<file path="config.mk">
export PLATFORM = sky130hd
export DESIGN_NAME = tpl_order
export DESIGN_NICKNAME = d
export VERILOG_FILES = /design/src/sv/tpl_pkg.sv /design/src/sv/tpl_order.sv
export SDC_FILE = /design/constraint.sdc
export NUM_CORES = 1
export LEC_CHECK = 0
export ABC_AREA = 1
export BUFFER_PORTS_ARGS = -buffer_cell sky130_fd_sc_hd__buf_2
export CAP_MARGIN = 10
export CORE_MARGIN = 2
export CORE_UTILIZATION = 25
export CTS_CLUSTER_SIZE = 14
export DETAILED_ROUTE_END_ITERATION = 8
export HOLD_SLACK_MARGIN = 0.02
export PLACE_DENSITY = 0.5
export SKIP_LAST_GASP = 1
export SYNTH_ARGS = -nofsm -noshare
export SYNTH_HDL_FRONTEND = slang
export SYNTH_SLANG_ARGS = --single-unit
</file>
<file path="constraint.sdc">
create_clock -name aclk -period 18.37 [get_ports aclk]
set_input_delay 0.9185 -clock aclk [delete_from_list [all_inputs] [get_ports aclk]]
set_output_delay 0.9185 -clock aclk [all_outputs]
set_load 0.03 [all_outputs]
</file>
<file path="src/sv/tpl_pkg.sv">
package tpl_pkg;

    // Configuration register widths and indexes
    localparam int CFG_IDX_W    = 8;
    localparam int CFG_DATA_W   = 64;
    localparam int INC_TOL_W    = 63;
    localparam int EDGE_TOL_W   = 34;

    localparam logic [CFG_IDX_W-1:0] REG_INCIRCLE_TOL = 8'd0;
    localparam logic [CFG_IDX_W-1:0] REG_EDGE_TOL     = 8'd1;

    // Result layout
    localparam int AREA_W       = 34;
    localparam int OUT_FIELDS_W = 2 + 1 + 1 + AREA_W;
    localparam int OUT_TDATA_W  = ((OUT_FIELDS_W + 7) / 8) * 8;
    localparam int OUT_PAD_W    = OUT_TDATA_W - OUT_FIELDS_W;

    localparam logic [AREA_W-1:0] AREA_MAX = '1;

    typedef enum logic [1:0] {
        LOC_OUTSIDE = 2'd0,
        LOC_INSIDE  = 2'd1,
        LOC_EDGE    = 2'd2
    } loc_t;

    // Vertex order and orientation tolerance flags of the ordered triangle
    typedef struct packed {
        logic swapped;
        logic ab_gt;
        logic ab_lt;
        logic bc_gt;
        logic bc_lt;
        logic ca_gt;
        logic ca_lt;
    } tpl_side_t;

endpackage

</file>
<file path="src/sv/tpl_order.sv">
module tpl_order #(
    parameter int COORD_WIDTH = 16
) (
    input  logic                                aclk,
    input  logic                                aresetn,
    input  logic [tpl_pkg::EDGE_TOL_W-1:0]      edge_tol,
    input  logic                                in_valid,
    output logic                                in_ready,
    input  logic signed [2*COORD_WIDTH+2:0]     cross_prod,
    input  logic signed [2*COORD_WIDTH+2:0]     ab,
    input  logic signed [2*COORD_WIDTH+2:0]     bc,
    input  logic signed [2*COORD_WIDTH+2:0]     ca,
    input  logic        [2*COORD_WIDTH+1:0]     e1,
    input  logic        [2*COORD_WIDTH+1:0]     e2,
    input  logic        [2*COORD_WIDTH+1:0]     e3,
    output logic                                out_valid,
    input  logic                                out_ready,
    output logic signed [2*COORD_WIDTH+2:0]     ab_out,
    output logic signed [2*COORD_WIDTH+2:0]     bc_out,
    output logic signed [2*COORD_WIDTH+2:0]     ca_out,
    output logic        [2*COORD_WIDTH+1:0]     e1_out,
    output logic        [2*COORD_WIDTH+1:0]     e2_out,
    output logic        [2*COORD_WIDTH+1:0]     e3_out,
    output tpl_pkg::tpl_side_t                  side,
    output logic [tpl_pkg::AREA_W-1:0]          area
);

    localparam int OW  = 2 * COORD_WIDTH + 3;
    localparam int EW  = 2 * COORD_WIDTH + 2;
    localparam int CW  = (OW > tpl_pkg::EDGE_TOL_W + 1 ? OW : tpl_pkg::EDGE_TOL_W + 1) + 1;
    localparam int AXW = (OW > tpl_pkg::AREA_W ? OW : tpl_pkg::AREA_W);

    logic                     v_reg;
    logic                     rdy;
    logic signed [CW-1:0]     tol_s;
    logic                     swap;
    logic [1:0]               f_ab, f_bc, f_ca;
    logic [OW-1:0]            cross_abs;
    logic [AXW-1:0]           cross_abs_x;

    logic signed [OW-1:0]     ab_next, bc_next, ca_next;
    logic        [EW-1:0]     e2_next, e3_next;
    tpl_pkg::tpl_side_t       side_next;
    logic [tpl_pkg::AREA_W-1:0] area_next;

    logic signed [OW-1:0]     ab_reg, bc_reg, ca_reg;
    logic        [EW-1:0]     e1_reg, e2_reg, e3_reg;
    tpl_pkg::tpl_side_t       side_reg;
    logic [tpl_pkg::AREA_W-1:0] area_reg;

    // {above +tol, below -tol} of one orientation value
    function automatic logic [1:0] tol_flags(input logic signed [OW-1:0] v,
                                             input logic signed [CW-1:0] t);
        logic signed [CW-1:0] ve;
        logic signed [CW-1:0] lo_sum;
        ve     = CW'(v);
        lo_sum = ve + t;
        return {ve > t, lo_sum[CW-1]};
    endfunction

    assign rdy      = !v_reg || out_ready;
    assign in_ready = rdy;

    always_ff @(posedge aclk) begin
        if (!aresetn) begin
            v_reg <= 1'b0;
        end else if (rdy) begin
            v_reg <= in_valid;
        end
    end

    // Order the vertices, flags and area all from the unordered values
    always_comb begin
        tol_s       = $signed(CW'(edge_tol));
        swap        = CW'(cross_prod) < tol_s;
        f_ab        = tol_flags(ab, tol_s);
        f_bc        = tol_flags(bc, tol_s);
        f_ca        = tol_flags(ca, tol_s);
        cross_abs   = cross_prod[OW-1] ? (~$unsigned(cross_prod) + 1'b1) :
                      $unsigned(cross_prod);
        cross_abs_x = AXW'(cross_abs);
        area_next   = (cross_abs_x > AXW'(tpl_pkg::AREA_MAX)) ? tpl_pkg::AREA_MAX :
                      cross_abs_x[tpl_pkg::AREA_W-1:0];

        side_next.swapped = swap;
        if (swap) begin
            // exchanging B and C negates the orientations, swaps ab with ca and e2 with e3
            ab_next         = -ca;
            bc_next         = -bc;
            ca_next         = -ab;
            e2_next         = e3;
            e3_next         = e2;
            side_next.ab_gt = f_ca[0];
            side_next.ab_lt = f_ca[1];
            side_next.bc_gt = f_bc[0];
            side_next.bc_lt = f_bc[1];
            side_next.ca_gt = f_ab[0];
            side_next.ca_lt = f_ab[1];
        end else begin
            ab_next         = ab;
            bc_next         = bc;
            ca_next         = ca;
            e2_next         = e2;
            e3_next         = e3;
            side_next.ab_gt = f_ab[1];
            side_next.ab_lt = f_ab[0];
            side_next.bc_gt = f_bc[1];
            side_next.bc_lt = f_bc[0];
            side_next.ca_gt = f_ca[1];
            side_next.ca_lt = f_ca[0];
        end
    end

    always_ff @(posedge aclk) begin
        if (rdy && in_valid) begin
            ab_reg   <= ab_next;
            bc_reg   <= bc_next;
            ca_reg   <= ca_next;
            e1_reg   <= e1;
            e2_reg   <= e2_next;
            e3_reg   <= e3_next;
            side_reg <= side_next;
            area_reg <= area_next;
        end
    end

    assign out_valid = v_reg;
    assign ab_out    = ab_reg;
    assign bc_out    = bc_reg;
    assign ca_out    = ca_reg;
    assign e1_out    = e1_reg;
    assign e2_out    = e2_reg;
    assign e3_out    = e3_reg;
    assign side      = side_reg;
    assign area      = area_reg;

endmodule

</file>
==> results of run 1 <==
## cell usage in the layout (no fill, tap or decap), types with 43 or more instances in the layout
master,count
nand4_1,50
edfxtp_1,248
nand3_1,139
xor2_1,93
ha_1,241
nor2_1,229
a21oi_1,91
nand2_1,743
nor3_1,43
inv_1,288
o21ai_2,60
buf_2,529
## synthesized netlist by cell type, drive strengths merged
| master | instances | area share (%) |
|---|---|---|
| a22oi | 3 | 0.12 |
| edfxtp | 248 | 38 |
| a21oi | 93 | 2.4 |
| a21o | 12 | 0.46 |
| o21a | 2 | 0.077 |
| nor3 | 45 | 1.2 |
| nor4 | 13 | 0.42 |
| and2 | 4 | 0.13 |
| xor2 | 93 | 4.2 |
| nand3b | 9 | 0.35 |
| buf | 39 | 1.5 |
| nand4 | 50 | 1.6 |
| nor2b | 1 | 0.032 |
| inv | 291 | 5.6 |
| nor2 | 239 | 4.8 |
| o211ai | 1 | 0.038 |
| ha | 241 | 15 |
| dfxtp | 1 | 0.10 |
| o21ai | 103 | 3.8 |
| and3 | 4 | 0.13 |
| o21bai | 6 | 0.23 |
| or2 | 11 | 0.35 |
| clkbuf | 7 | 0.15 |
| nor3b | 4 | 0.15 |
| o31ai | 3 | 0.12 |
| a21boi | 1 | 0.038 |
| nand3 | 142 | 3.7 |
| xnor2 | 5 | 0.22 |
| nand2 | 748 | 14 |
## final timing paths
| check | endpoint | cells after the start |
|---|---|---|
| max | ca_out[34] | 13 |
| min | e1_out[24] | 1 |
| max reg2reg | area[5] | 3 |
| min reg2reg | out_valid | 2 |
## cells by family (layout without fill, tap and decap cells)
kind of cell | after synthesis | count (layout) | synth area share, %
DFF | 249 | 249 | 38.26
buffers and inverters | 337 | 892 | 7.239
AOI/OAI and AO/OA | 224 | 224 | 7.277
and+or+nand+nor | 1270 | 1270 | 27.37
other | 0 | 21 | 0
adders and majority gates | 241 | 241 | 15.45
xor gates and xnor gates | 98 | 98 | 4.398
## where the power goes
part	total, mW	switching [mW]	internal [mW]
Combinational	0.465	0.333	0.133
Clock	0.645	0.271	0.374
Sequential	0.697	0.0136	0.684
Total	1.81	0.617	1.19
## through the flow
step                      util, %  instances  power (mW)
after floorplan                 -       2419       1.008
after global placement      30.05       3952       1.176
after detailed placement    30.05       3952       1.175
after CTS                   31.44       4014       1.840
after global routing        31.47       4024       1.902
final                       31.50       4035       1.807
## worst max-delay path, stage by stage
cell	delay, ns
buf_2	0.07
buf_4	0.37
inv_2	0.29
nand2_1	0.17
nor2_2	0.05
nand2_1	0.08
inv_1	0.05
a21oi_2	0.18
nand3_2	0.14
nand2_8	0.54
buf_4	0.78
buf_4	0.79
o21ai_0	0.17
## metal layers
layer / vias to the layer above / global-route usage (%) / wire, um
li1: 9036 / - / -
met1: 8478 / 23.69 / 33460
met2: 631 / 34.38 / 40000
met3: 141 / 4.686 / 5687
met4: 22 / 6.984 / 2686
met5: - / 0 / 125
## cell type report
class / count / share of cell area (%)
Multi-Input combinational cell: 1833 / 43.73
Sequential cell: 249 / 30.65
Timing Repair Buffer: 539 / 11.17
Tap cell: 1040 / 5.341
Inverter: 291 / 4.488
Clock buffer: 41 / 3.774
Clock inverter: 21 / 0.6265
Antenna cell: 21 / 0.2157
==> out/qor.txt, run 1 <==
Htree depth: 2
Critical R2R Launch: out_valid
WL final: 81.97 mm
RD Place Congestion: 0.9231
Syn nets: 2,940
Gr usage total: 19.75%
Status: finished, final reports clean
Clock sink count: 249
Final hold vios: 0
Fmax: 220.9 MHz
CP Class: input port to flop
Hold buffers post-CTS: 0
Crit path DAT: 4.80 ns
Max_slew headroom: 36.17%
Top Ports: 530
Post-CTS Setup Repair Bufs: 0
Avg Inst Size Synth: 8.067 um^2
Slew Viols, Final: 0
Number of global-route vias before repair: 17.72k
Largest net degree at the start of global routing: 102
Worst-Skew Late Latency: 0.56 ns
Worst hold path type: input port to flop
Global route total overflow: 0
Crit path launch: cross_prod[34]
Clk Tree Root Cell: clkbuf_16
Core Box Area: 77,340 um^2
Req. time, crit path: 18.64 ns
# setup viols final: 0
Multi-input gate area: 10,660 um^2
# port buffers: 529
Layout Cell Area excl Fill: 24,360 um^2
Post-DP HPWL: 68.11 mm
Maxcap violations: 0
Number of fill cells in the layout: 8,444
CTS tree: done
# DRC: 0
Fin worst setup slack: 13.84 ns
Final net count: 3,470
Clock slew at reported path FFs: 0.06 ns
First-pass GRT wire length: 116.8 mm
Initial antenna violation count: 37
Leak: 11.96 nW
Crit path time final: 4.527 ns
Initial core utilization: 25.23%
Register area: 7467 um^2
Vias: 18.31k
CP max FO: 101
Die H: 283.4 um
Pwr/cell area: 74.18 nW/um^2
TritonCTS Buffers: 35
Clock skew: 0.01492 ns
Ratio of cells with drive above 1 in the final layout: 23.10%
R2R Setup Slk: 15.84 ns
Post-DP Area: 23,240 um^2
WHS: 0.5482 ns
Final ANT Viol Nets: 0
Fin crit share: 24.65%
Startpoint types: input port
Area of the die: 80,310 um^2
Worst slack at placement: 13.33 ns
Chip width: 283.4 um
Sequential element share of the synthesized area: 38.26%
Setup TNS: 0 ns
Yosys warnings: 0
Post-Syn Area: 19,510 um^2
Slew @ Worst Pin: 0.9575 ns
Critical Path Sink Type: flop
Mapped Cells: 2,419
Post-synth cell types: 43
Max Root-Sink Buffers: 3
Row cnt: 102
RSZ-0062 raised after global routing: false
First drt pass iteration count: 6
Cts repair resizes: 0
Peak supply drop: 0.04736 mV
Worst Hold Launch: e1[24]
Synth Register Bits: 249
Wire length per cell: 20.31 um
Area grow syn2layout: 24.85%
DR iter-0 viols: 1,255
Via-to-Cell Ratio: 4.537
No activity file was read; power rests on OpenSTA's default activity.
==> run 2: changes to the inputs <==
- clock period: 18.37 -> 4.6 ns (I/O delays scaled with it)
==> out/qor.txt, run 2 (synthesis results as in run 1) <==
TritonCTS Buffers: 31 (-11%)
# port buffers: 529 (unchanged)
Post-DP HPWL: 68.26 mm (+0.22%)
CP bufs+invs: 5 (-1)
Max Root-Sink Buffers: 3 (unchanged)
Reg-to-Reg End: area[13]
DR iter-0 viols: 1,340 (+6.8%)
Grt peak-use layer: met2
Worst slack at placement: 1.548 ns (-11.78 ns)
Initial core utilization: 25.23% (unchanged)
Worst-Skew Late Latency: 0.61 ns (+0.05 ns)
Peak supply drop: 0.2769 mV (+480%)
CTS tree: done
First-pass GRT wire length: 120.2 mm (+2.9%)
Worst Hold Launch: cross_prod[2]
Vias: 18.88k (+3.1%)
# setup viols final: 0 (unchanged)
First drt pass iteration count: 7 (+1)
Placed cells: 3,953 (+0.025%)
Number of fill cells in the layout: 8,283 (-1.9%)
Critical Path Sink Type: flop
Slew @ Worst Pin: 0.8980 ns (-0.05949 ns)
Area grow syn2layout: 32.45%
Ratio of cells with drive above 1 in the final layout: 21.76% (-1.3 points)
Row cnt: 102 (unchanged)
RSZ-0062 raised after global routing: false
Top Ports: 530 (unchanged)
Number of global-route vias before repair: 18.47k (+4.2%)
Clock slew at reported path FFs: 0.06 ns (about the same)
CP Class: input port to flop
Leak: 12.57 nW (+5.2%)
CP max FO: 88 (-13%)
WL final: 83.23 mm (+1.5%)
Largest net degree at the start of global routing: 114 (+12%)
Final ANT Viol Nets: 0 (unchanged)
Slowest stage cell, crit path: dlygate4sd3_1
Top cell by count, worst path: nand2_1
Htree depth: 1 (-1)
Initial antenna violation count: 23 (-38%)
Clock sink count: 249 (unchanged)
Critical R2R Launch: out_valid
Gr usage total: 20.03% (+0.28 points)
Pwr/cell area: 276.4 nW/um^2 (+270%)
Final net count: 3,623 (+4.4%)
Crit path DAT: 3.80 ns (-1.00 ns)
Req. time, crit path: 4.93 ns (-13.71 ns)
Wire length per cell: 19.93 um (-1.9%)
Final non-filler cell total: 4,175 (+3.5%)
Die H: 283.4 um (unchanged)
Stages on worst setup path: 14 (+1)
Critical path endpoint: e3_out[6]
Area of the die: 80,310 um^2 (unchanged)
Met1 Track Usage GR: 24.91% (+1.2 points)
Crit path time final: 3.470 ns
Clk Tree Root Cell: clkbuf_16
Crit path largest cell delay: 0.55 ns (-0.24 ns)
Status: finished, final reports clean
Slew Viols, Final: 0 (unchanged)
Setup TNS: 0 ns (unchanged)
Crit-path cells: dlygate4sd3_1 -> buf_2 -> ha_1 -> nand2_1 -> inv_1 -> nand3_1 -> nor3_1 -> nand4_1 -> nand3_2 -> nand2_8 -> buf_4 -> nand2_1 -> nand2_1 -> dlygate4sd3_1
Fin crit share: 75.43%
Crit path max-delay family: buffers and inverters
Crit path launch: cross_prod[6]
Fmax: 288.2 MHz
Cts repair resizes: 0 (unchanged)
Startpoint types: input port
# DRC: 0 (unchanged)
Multi-input gate area: 10,660 um^2 (unchanged)
Reg2Reg Depth: 2 (-1)
Chip width: 283.4 um (unchanged)
R2R Setup Slk: 2.65 ns (-13.19 ns)
Global route total overflow: 0 (unchanged)
Final hold vios: 0 (unchanged)
Maxcap violations: 0 (unchanged)
GR Util met2: 35.31% (+0.93 points)
RD Place Congestion: 0.9187 (-0.48%)
Worst hold path type: input port to flop
Core Box Area: 77,340 um^2 (unchanged)
Fin worst setup slack: 1.130 ns (-12.71 ns)
Via-to-Cell Ratio: 4.522 (-0.33%)
Max_slew headroom: 39.58% (+3.4 points)
Commonest non-fill, non-tap cell in the layout: nand2_1
Clock skew: 0.03646 ns (+0.02154 ns)
Met3 usage: 3.473% (-1.2 points)
Register area: 7471 um^2 (about the same)
Most frequent cells in the layout: 743 x nand2_1, 529 x buf_2, 287 x inv_1
[run 2: cell count changes in the layout (fill, tap and decap cells not counted), moves of 2 or more]
cell,delta
clkinv_1,+2
clkinv_2,-5
dlygate4sd3_1,+156
clkbuf_1,+2
inv_6,-2
buf_4,-3
diode_2,-11
clkbuf_16,-5
buf_12,+4
[run 2: final cells by class]
cell class,count,share of cell area [%]
Multi-Input combinational cell,1833,41.22
Tap cell,1040,5.034
Sequential cell,249,28.90
Antenna cell,10,0.09681
Inverter,291,4.231
Clock inverter,18,0.6147
Timing Repair Buffer,696,16.80
Clock buffer,38,3.103
[run 2: worst register-to-register path: cells and delay by family (launching register included)]
kind	cells	cell delay (ns)
DFF	1	0.36
buffers and inverters	1	0.45
AOI/OAI and AO/OA	1	0.50
[run 2: worst min path at each step]
stage / to / cells past startpoint
after floorplan: bc_out[0] / 0
after global placement: e1_out[24] / 1
after detailed placement: e1_out[33] / 1
after CTS: ab_out[32] / 3
after global routing: area[19] / 3
final: area[2] / 3
[run 2: metrics by stage]
step	instance area (um^2)	utilization, %	power (mW)	hold slack (ns)
after floorplan	19530	-	3.983	0.3289
after global placement	23300	30.13	4.694	0.4069
after detailed placement	23300	30.13	4.697	0.4083
after CTS	25820	33.39	7.245	0.02052
after global routing	25840	33.41	7.519	0.03217
final	25850	33.42	7.145	0.04979
[run 2: power by group]
part	total (mW)	internal, mW	switching, mW
registers	2.78	2.73	0.0505
clock network	2.37	1.35	1.03
logic	1.99	0.639	1.36
total	7.14	4.71	2.43
[run 2: what timing repair did]
item,CTS,global route
setup buffers,0,0
hold buffers,156,0
endpoints found under the hold margin,121,0
[run 2: layer usage]
layer,vias to the layer above,share of wire (%)
met2,632,49
li1,9342,-
met4,14,2.9
met3,124,5.7
met5,-,0.084
met1,8768,42
